==> src/rvdec_pkg.sv <==
package rvdec_pkg;

	localparam int unsigned XLEN = 32;
	localparam int unsigned REG_AW = 5;
	localparam int unsigned NREGS = 1 << REG_AW;

	localparam logic [3:0] MEM_NONE = 4'd15;
	localparam logic [3:0] STORE_FLAG = 4'd8;
	localparam logic [XLEN-1:0] DEAD_VALUE = 32'h0000_dead;
	localparam logic [REG_AW-1:0] SYS_DEST = 5'h1f;
	localparam logic [XLEN-1:0] LINK_STEP = 32'd4;
	localparam logic [4:0] ALU_ADD = 5'd0;
	localparam logic [4:0] ALU_OR = 5'd6;

	// Major opcodes, instruction bits 6..2.
	localparam logic [4:0] OPC_LOAD = 5'd0;
	localparam logic [4:0] OPC_FENCE = 5'd3;
	localparam logic [4:0] OPC_OPIMM = 5'd4;
	localparam logic [4:0] OPC_AUIPC = 5'd5;
	localparam logic [4:0] OPC_STORE = 5'd8;
	localparam logic [4:0] OPC_OP = 5'd12;
	localparam logic [4:0] OPC_LUI = 5'd13;
	localparam logic [4:0] OPC_BRANCH = 5'd24;
	localparam logic [4:0] OPC_JALR = 5'd25;
	localparam logic [4:0] OPC_JAL = 5'd27;
	localparam logic [4:0] OPC_SYSTEM = 5'd28;

	// Branch funct3 codes.
	localparam logic [2:0] F3_BEQ = 3'd0;
	localparam logic [2:0] F3_BNE = 3'd1;
	localparam logic [2:0] F3_BLT = 3'd4;
	localparam logic [2:0] F3_BGE = 3'd5;
	localparam logic [2:0] F3_BLTU = 3'd6;
	localparam logic [2:0] F3_BGEU = 3'd7;

	// Shift funct3 codes, where bit 30 selects the variant.
	localparam logic [2:0] F3_SLL = 3'd1;
	localparam logic [2:0] F3_SRX = 3'd5;

	typedef struct packed {
		logic              ex_write;
		logic [REG_AW-1:0] ex_reg;
		logic              mem_write;
		logic [REG_AW-1:0] mem_reg;
		logic              wb_write;
		logic [REG_AW-1:0] wb_reg;
		logic [NREGS-1:0]  pending_mask;
		logic [1:0]        older_mem_ops;
		logic [7:0]        queue_space;
	} hz_info_t;

endpackage

==> src/rv32_decode_stage_with_hazards.sv <==
// Channel  Handshake            Payload
// -------  -------------------  ------------------------------------------------
// in       in_valid / in_ready  instr_word, pc, wb_*, ex_*, mem_*, older_mem_ops,
//                               pending_mask, queue_space
// out      out_valid/out_ready  operand_a/b, store_data, dest_reg, reg_write,
//                               alu_op, mem_op, stall_res, flush, target_pc,
//                               target_valid, illegal
//
// One request per clock while the output is not stalled; a result is registered
// after its request has passed through the first stage.
// The register file read at acceptance sets the first stage, decode and the
// target adders fill the second, which ends in the result register.
// Reset clears the register file through one valid flag per entry, at once.
// A stalled output holds its result while the input stage can still fill.
module rv32_decode_stage_with_hazards (
	input  logic                                  clk,
	input  logic                                  arst_n,
	input  logic                                  in_valid,
	output logic                                  in_ready,
	input  logic [rvdec_pkg::XLEN-1:0]            instr_word,
	input  logic [rvdec_pkg::XLEN-1:0]            pc,
	input  logic                                  wb_write,
	input  logic [rvdec_pkg::REG_AW-1:0]          wb_reg,
	input  logic signed [rvdec_pkg::XLEN-1:0]     wb_data,
	input  logic                                  ex_write,
	input  logic [rvdec_pkg::REG_AW-1:0]          ex_reg,
	input  logic                                  mem_write,
	input  logic [rvdec_pkg::REG_AW-1:0]          mem_reg,
	input  logic [1:0]                            older_mem_ops,
	input  logic [rvdec_pkg::NREGS-1:0]           pending_mask,
	input  logic [7:0]                            queue_space,
	output logic                                  out_valid,
	input  logic                                  out_ready,
	output logic signed [rvdec_pkg::XLEN-1:0]     operand_a,
	output logic signed [rvdec_pkg::XLEN-1:0]     operand_b,
	output logic signed [rvdec_pkg::XLEN-1:0]     store_data,
	output logic [rvdec_pkg::REG_AW-1:0]          dest_reg,
	output logic                                  reg_write,
	output logic [4:0]                            alu_op,
	output logic [3:0]                            mem_op,
	output logic                                  stall_res,
	output logic                                  flush,
	output logic [rvdec_pkg::XLEN-1:0]            target_pc,
	output logic                                  target_valid,
	output logic                                  illegal
);
	import rvdec_pkg::*;

	logic [XLEN-1:0] rf_mem [NREGS];
	logic [NREGS-1:0] rf_vld_q;

	logic in_acc, adv_out;
	logic v_s1, v_s2;
	logic [XLEN-1:0] instr_s1, pc_s1, rd1_s1, rd2_s1;
	logic vld1_s1, vld2_s1;
	hz_info_t hz_s1;

	logic [XLEN-1:0] opa_s2, opb_s2, sdata_s2, target_s2;
	logic [REG_AW-1:0] dest_s2;
	logic [4:0] alu_s2;
	logic [3:0] mem_s2;
	logic wr_s2, stall_s2, jump_s2, tvalid_s2, illegal_s2;

	assign adv_out = !v_s2 || out_ready;
	assign in_ready = !v_s1 || adv_out;
	assign in_acc = in_valid && in_ready;

	// Register file: the read sees the contents before this request's writeback.
	always_ff @(posedge clk) begin
		if (in_acc) begin
			rd1_s1 <= rf_mem[instr_word[19:15]];
			rd2_s1 <= rf_mem[instr_word[24:20]];
			if (wb_write && wb_reg != '0) begin
				rf_mem[wb_reg] <= wb_data;
			end
		end
	end

	always_ff @(posedge clk or negedge arst_n) begin
		if (!arst_n) begin
			rf_vld_q <= '0;
		end else if (in_acc && wb_write && wb_reg != '0) begin
			rf_vld_q[wb_reg] <= 1'b1;
		end
	end

	always_ff @(posedge clk) begin
		if (in_acc) begin
			instr_s1 <= instr_word;
			pc_s1 <= pc;
			vld1_s1 <= rf_vld_q[instr_word[19:15]];
			vld2_s1 <= rf_vld_q[instr_word[24:20]];
			hz_s1.ex_write <= ex_write;
			hz_s1.ex_reg <= ex_reg;
			hz_s1.mem_write <= mem_write;
			hz_s1.mem_reg <= mem_reg;
			hz_s1.wb_write <= wb_write;
			hz_s1.wb_reg <= wb_reg;
			hz_s1.pending_mask <= pending_mask;
			hz_s1.older_mem_ops <= older_mem_ops;
			hz_s1.queue_space <= queue_space;
		end
	end

	always_ff @(posedge clk or negedge arst_n) begin
		if (!arst_n) begin
			v_s1 <= 1'b0;
			v_s2 <= 1'b0;
		end else begin
			if (in_ready) begin
				v_s1 <= in_valid;
			end
			if (adv_out) begin
				v_s2 <= v_s1;
			end
		end
	end

	// Decode
	logic [2:0] f3;
	logic [REG_AW-1:0] rd, ra1, ra2;
	logic [4:0] opc;
	logic [XLEN-1:0] rs1, rs2, imm12, imm_s, imm_u, off_j, off_b, pc_off, pc_tgt, jalr_sum;
	logic [XLEN-1:0] d_opa, d_opb, d_sdata, d_target;
	logic [REG_AW-1:0] d_dest;
	logic [4:0] d_alu;
	logic [3:0] d_mem;
	logic d_wr, d_use1, d_use2, d_jump, d_tvalid, d_illegal, d_memop;
	logic [2:0] mem_count;
	logic qfull, stall;

	function automatic logic hz_on(input logic [REG_AW-1:0] r, input hz_info_t h);
		logic hit;
		hit = (h.ex_write && h.ex_reg == r) || (h.mem_write && h.mem_reg == r)
			|| (h.wb_write && h.wb_reg == r) || h.pending_mask[r];
		return (r != '0) && hit;
	endfunction

	assign f3 = instr_s1[14:12];
	assign rd = instr_s1[11:7];
	assign ra1 = instr_s1[19:15];
	assign ra2 = instr_s1[24:20];
	assign opc = instr_s1[6:2];
	assign rs1 = vld1_s1 ? rd1_s1 : '0;
	assign rs2 = vld2_s1 ? rd2_s1 : '0;

	assign imm12 = {{20{instr_s1[31]}}, instr_s1[31:20]};
	assign imm_s = {{20{instr_s1[31]}}, instr_s1[31:25], instr_s1[11:7]};
	assign imm_u = {instr_s1[31:12], 12'b0};
	assign off_j = {{11{instr_s1[31]}}, instr_s1[31], instr_s1[19:12], instr_s1[20],
		instr_s1[30:21], 1'b0};
	assign off_b = {{19{instr_s1[31]}}, instr_s1[31], instr_s1[7], instr_s1[30:25],
		instr_s1[11:8], 1'b0};
	assign pc_off = (opc == OPC_JAL) ? off_j : off_b;
	assign pc_tgt = pc_s1 + pc_off;
	assign jalr_sum = rs1 + imm12;

	always_comb begin
		d_opa = '0;
		d_opb = '0;
		d_sdata = rs2;
		d_dest = '0;
		d_alu = ALU_ADD;
		d_mem = MEM_NONE;
		d_target = '0;
		d_wr = 1'b0;
		d_use1 = 1'b0;
		d_use2 = 1'b0;
		d_jump = 1'b0;
		d_tvalid = 1'b0;
		d_illegal = 1'b0;
		d_memop = 1'b0;
		unique case (opc)
			OPC_LOAD: begin
				d_opa = rs1;
				d_opb = imm12;
				d_dest = rd;
				d_wr = 1'b1;
				d_mem = {1'b0, f3};
				d_use1 = 1'b1;
				d_memop = 1'b1;
			end
			OPC_STORE: begin
				d_opa = rs1;
				d_opb = imm_s;
				d_dest = rd;
				d_mem = {1'b0, f3} | STORE_FLAG;
				d_use1 = 1'b1;
				d_use2 = 1'b1;
				d_memop = 1'b1;
			end
			OPC_OPIMM: begin
				d_opa = rs1;
				d_opb = imm12;
				d_dest = rd;
				d_wr = 1'b1;
				d_alu = {1'b0, (f3 == F3_SLL || f3 == F3_SRX) && instr_s1[30], f3};
				d_use1 = 1'b1;
			end
			OPC_OP: begin
				d_opa = rs1;
				d_opb = rs2;
				d_dest = rd;
				d_wr = 1'b1;
				d_alu = {instr_s1[25], instr_s1[30], f3};
				d_use1 = 1'b1;
				d_use2 = 1'b1;
			end
			OPC_LUI: begin
				d_opb = imm_u;
				d_dest = rd;
				d_wr = 1'b1;
				d_alu = ALU_OR;
			end
			OPC_AUIPC: begin
				d_opa = pc_s1;
				d_opb = imm_u;
				d_dest = rd;
				d_wr = 1'b1;
			end
			OPC_JAL: begin
				d_target = pc_tgt;
				d_tvalid = 1'b1;
				d_jump = 1'b1;
				d_opa = pc_s1;
				d_opb = LINK_STEP;
				d_dest = rd;
				d_wr = 1'b1;
			end
			OPC_JALR: begin
				d_target = {jalr_sum[XLEN-1:1], 1'b0};
				d_tvalid = 1'b1;
				d_jump = 1'b1;
				d_opa = pc_s1;
				d_opb = LINK_STEP;
				d_dest = rd;
				d_wr = 1'b1;
				d_use1 = 1'b1;
			end
			OPC_BRANCH: begin
				d_target = pc_tgt;
				d_tvalid = 1'b1;
				d_opa = rs1;
				d_opb = rs2;
				d_use1 = 1'b1;
				d_use2 = 1'b1;
				unique case (f3)
					F3_BEQ: d_jump = (rs1 == rs2);
					F3_BNE: d_jump = (rs1 != rs2);
					F3_BLT: d_jump = ($signed(rs1) < $signed(rs2));
					F3_BGE: d_jump = ($signed(rs1) >= $signed(rs2));
					F3_BLTU: d_jump = (rs1 < rs2);
					F3_BGEU: d_jump = (rs1 >= rs2);
					default: d_illegal = 1'b1;
				endcase
			end
			OPC_FENCE, OPC_SYSTEM: begin
				d_opa = DEAD_VALUE;
				d_opb = DEAD_VALUE;
				d_sdata = DEAD_VALUE;
				d_dest = SYS_DEST;
			end
			default: begin
				d_illegal = 1'b1;
				d_sdata = '0;
			end
		endcase
	end

	// The count may reach four when older_mem_ops is three and this request is a memory operation.
	assign mem_count = {2'b0, d_memop} + {1'b0, hz_s1.older_mem_ops};
	assign qfull = hz_s1.queue_space < {5'b0, mem_count};
	assign stall = (d_use1 && hz_on(ra1, hz_s1)) || (d_use2 && hz_on(ra2, hz_s1)) || qfull;

	always_ff @(posedge clk) begin
		if (adv_out && v_s1) begin
			opa_s2 <= d_opa;
			opb_s2 <= d_opb;
			sdata_s2 <= d_sdata;
			dest_s2 <= d_dest;
			illegal_s2 <= d_illegal;
			stall_s2 <= stall;
			priority if (stall) begin
				alu_s2 <= ALU_ADD;
				mem_s2 <= MEM_NONE;
				wr_s2 <= 1'b0;
				jump_s2 <= 1'b0;
				target_s2 <= pc_s1;
				tvalid_s2 <= 1'b1;
			end else if (d_jump) begin
				alu_s2 <= ALU_ADD;
				mem_s2 <= MEM_NONE;
				wr_s2 <= d_wr;
				jump_s2 <= 1'b1;
				target_s2 <= d_target;
				tvalid_s2 <= d_tvalid;
			end else begin
				alu_s2 <= d_alu;
				mem_s2 <= d_mem;
				wr_s2 <= d_wr;
				jump_s2 <= 1'b0;
				target_s2 <= d_target;
				tvalid_s2 <= d_tvalid;
			end
		end
	end

	assign out_valid = v_s2;
	assign operand_a = opa_s2;
	assign operand_b = opb_s2;
	assign store_data = sdata_s2;
	assign dest_reg = dest_s2;
	assign reg_write = wr_s2;
	assign alu_op = alu_s2;
	assign mem_op = mem_s2;
	assign stall_res = stall_s2;
	assign flush = jump_s2;
	assign target_pc = target_s2;
	assign target_valid = tvalid_s2;
	assign illegal = illegal_s2;

endmodule

==> config.mk <==
export PLATFORM = sky130hd
export DESIGN_NAME = rv32_decode_stage_with_hazards
export DESIGN_NICKNAME = d
export VERILOG_FILES = /design/src/rvdec_pkg.sv /design/src/rv32_decode_stage_with_hazards.sv
export SDC_FILE = /design/constraint.sdc
export NUM_CORES = 2
export LEC_CHECK = 0
export BUFFER_PORTS_ARGS = -buffer_cell sky130_fd_sc_hd__buf_2
export CAP_MARGIN = 20
export CELL_PAD_IN_SITES_DETAIL_PLACEMENT = 1
export CELL_PAD_IN_SITES_GLOBAL_PLACEMENT = 1
export CORE_MARGIN = 4
export CORE_UTILIZATION = 45
export CTS_BUF_LIST = sky130_fd_sc_hd__clkbuf_16
export DETAILED_ROUTE_END_ITERATION = 16
export GPL_TIMING_DRIVEN = 0
export PLACE_DENSITY = 0.74
export SKIP_LAST_GASP = 1
export SYNTH_ARGS = -nofsm -noshare
export SYNTH_HDL_FRONTEND = slang
export SYNTH_SLANG_ARGS = --single-unit
==> constraint.sdc <==
create_clock -name clk -period 7.4 [get_ports clk]
set_input_delay 1.48 -clock clk [delete_from_list [all_inputs] [get_ports clk]]
set_output_delay 1.48 -clock clk [all_outputs]
set_load 0.01 [all_outputs]
==> results.json <==
{
  "postCtsResizedCells": 0,
  "largest_register_ff_count": 1024,
  "clkSinkCount": 1393,
  "worstSetupPathType": "flop to flop",
  "placed_area_um2": 71300,
  "ys.flop_type": "edfxtp_1",
  "r2r_end": "target_pc[27]$_DFFE_PP_",
  "worst_setup_path_end_kind": "flop",
  "area_growth_pct": 15.6,
  "cts_buffers": 151,
  "routedWlPerCell_um": 36.8,
  "path_cells": "clkbuf_1 > nor2b_1 > clkbuf_1 > nand2_1 > nor2_1 > clkbuf_1 > nand2_1 > nand2_1 > ha_1 > inv_1 > fa_1 > nor2b_1 > o31ai_2 > a211oi_1 > o211ai_1 > nand3b_1 > a31oi_1 > xor2_1 > o32ai_1 > mux2_1",
  "dp_cells": 5812,
  "clk_path_buf_depth": 3,
  "powerDensity_nw_per_um2": 246,
  "h-tree-depth": 4,
  "die_h_um": 391,
  "synth_compound_area_frac": 0.0390,
  "rsz0062_at_grt": "false",
  "crit_cells": 20,
  "finalNonFillerCells": 6106,
  "overflow": 0,
  "critPathLaunchType": "flop",
  "routed_via_density": 6.64,
  "first_pass_iters": 6,
  "fmax_mhz": 169,
  "vias": 40600,
  "fin_nets": 4311,
  "cts_tree": "built",
  "reg_top3": "rf_mem (1024), hz_s1 (60)",
  "min_path_type": "flop to flop",
  "leakage_nw": 25.7,
  "final_common_cell": "edfxtp_1",
  "worstPathBufferInverterCount": 4,
  "clk_pin_slew_worst_paths_ns": 0.06,
  "ctsHoldBuffers": 0,
  "fp.dieArea_um2": 153000,
  "multiInputGateArea_um2": 23600,
  "setup_viol": 0,
  "cp_slowest_cell": "clkbuf_1",
  "worst_pin_slew_ns": 1.23,
  "core_area_um2": 146000,
  "syn_area_per_cell_um2": 18.8,
  "grt_util_all_layers": 0.294,
  "crit_fanout": 10,
  "synthXorXnorAreaFrac": 0.0110,
  "mostFrequentLayoutCells": "edfxtp_1, mux4_2, buf_2",
  "yosys.area_share.simple": 0.0402,
  "drt.antenna.violating_nets": 0,
  "slew_violations": 0,
  "path_delay_family": "simple AND/OR/NAND/NOR gates",
  "synth_top_family_by_area": "multiplexers",
  "worst-r2r-setup-slack_ns": 1.48,
  "grt_pass1_wl_mm": 316,
  "required_ns": 7.92,
  "drive_gt1_frac": 0.352,
  "synth_edf_count": 1359,
  "synthCells": 3507,
  "vdd_drop_max_uv": 224,
  "hold_end": "rf_vld_q[24]$_DFFE_PN0P_",
  "cts_setup_buffers": 0,
  "root_buffer": "clkbuf_16",
  "drv_cap": 0,
  "design_area_um2": 76300,
  "fillers": 13300,
  "grt_max_degree": 71,
  "worstRegToRegCells": 20,
  "synth_area_um2": 66000,
  "grt_antenna_before_repair": 18,
  "fin_crit_ns": 5.92,
  "slowest_delay_ns": 0.58,
  "finalPower_w": 0.0188,
  "synthAdderAreaFrac": 0.0184,
  "synth-seq-area-share": 0.631,
  "synth_mux_area_frac": 0.244,
  "synth_cell_types": 77,
  "fp-row-count": 140,
  "async_flop_share": 0.0244,
  "start_util": 0.453,
  "die_w_um": 391,
  "max_slew_margin": 0.181,
  "arrival_ns": 6.45,
  "clk_latency_ns": 0.80,
  "grt_pass1_vias": 42200,
  "finClkSkew_ns": 0.0374,
  "worstHoldStart": "rf_vld_q[24]$_DFFE_PN0P_",
  "ios": 309,
  "ys_seq_elements": 1393,
  "run_status": "complete, no violations",
  "largest_register": "rf_mem",
  "finalHoldViolCount": 0,
  "ys_warn_count": 0,
  "drt_wl_total_mm": 225,
  "hpwl_mm": 161,
  "reg2reg_from": "instr_s1[2]$_DFFE_PP_",
  "period_share": 0.800,
  "drt_iter0_drc": 4959,
  "seq_area_um2": 41700,
  "setup-tns-final_ns": 0,
  "io_buffers": 306,
  "holdPathStages": 1,
  "place_congestion": 0.923,
  "remaining_drc_errors": 0
}
[cell usage after synthesis, drive strengths merged (31+ instances only)]
library cell / number / area, um^2
edfxtp: 1359 / 40800
mux4: 672 / 15100
nand2: 188 / 706
clkbuf: 143 / 537
nor2: 107 / 407
ha: 94 / 1180
o21ai: 89 / 445
buf: 88 / 434
mux2: 71 / 800
a21oi: 69 / 364
a21o: 49 / 368
xor2: 48 / 420
nand3: 46 / 230
and2: 40 / 250
or2: 35 / 219
xnor2: 35 / 307
dfrtp: 34 / 851
o211ai: 31 / 233
[power by group]
part / internal [W] / switching (W) / total, W
Combinational: 0.000895 / 0.00138 / 0.00228
Clock: 0.00422 / 0.00323 / 0.00744
Sequential: 0.00892 / 0.000128 / 0.00905
Total: 0.0140 / 0.00474 / 0.0188
[through the flow]
step	hold slack [ns]	util	setup WS [ns]
2_1_floorplan	0.441	-	0.857
3_3_place_gp	0.455	0.481	-2.61
5_1_grt	0.505	0.523	1.27
6_report	0.487	0.523	1.48
3_5_place_dp	0.475	0.489	1.72
4_1_cts	0.493	0.522	1.57
[layer usage]
metal / wire length, um / track usage / share of wire / up-vias
met2: 111000 / 0.493 / 0.49 / 2648
met1: 81600 / 0.372 / 0.36 / 21400
met3: 21400 / 0.0636 / 0.095 / 581
li1: - / - / - / 15900
met5: 44 / 0 / 0.00020 / -
met4: 10600 / 0.124 / 0.047 / 6
[worst max path at each step]
stage,end,slack [ns],startpoint
2_1_floorplan,rf_mem[27][0]$_DFFE_PP_,0.86,out_ready
3_3_place_gp,rf_vld_q[4]$_DFFE_PN0P_,-2.61,out_ready
3_5_place_dp,target_pc[27]$_DFFE_PP_,1.72,instr_s1[2]$_DFFE_PP_
4_1_cts,target_pc[27]$_DFFE_PP_,1.57,instr_s1[2]$_DFFE_PP_
5_1_grt,target_pc[27]$_DFFE_PP_,1.27,instr_s1[2]$_DFFE_PP_
6_report,target_pc[27]$_DFFE_PP_,1.48,instr_s1[2]$_DFFE_PP_
[cell families after synthesis]
| kind of cell | count (synthesis) |
|---|---|
| XOR/XNOR | 83 |
| other | 1 |
| adder cells (fa/ha/maj) | 96 |
| AND/OR/NAND/NOR | 547 |
| AO/OA/AOI/OAI | 372 |
| buffers and inverters | 258 |
| multiplexers | 757 |
| flip-flops | 1393 |
[final cells by class]
cell class,instances,share of cell area
plain buffers,231,0.0127
flip-flops and latches,1393,0.546
clock inverters,120,0.0129
inverters,27,0.00133
clock buffers,154,0.0505
diodes,13,0.000427
repair buffers,364,0.0349
well taps,1917,0.0314
multi-input cells,1887,0.310
Power figures use the tool's default switching activity.
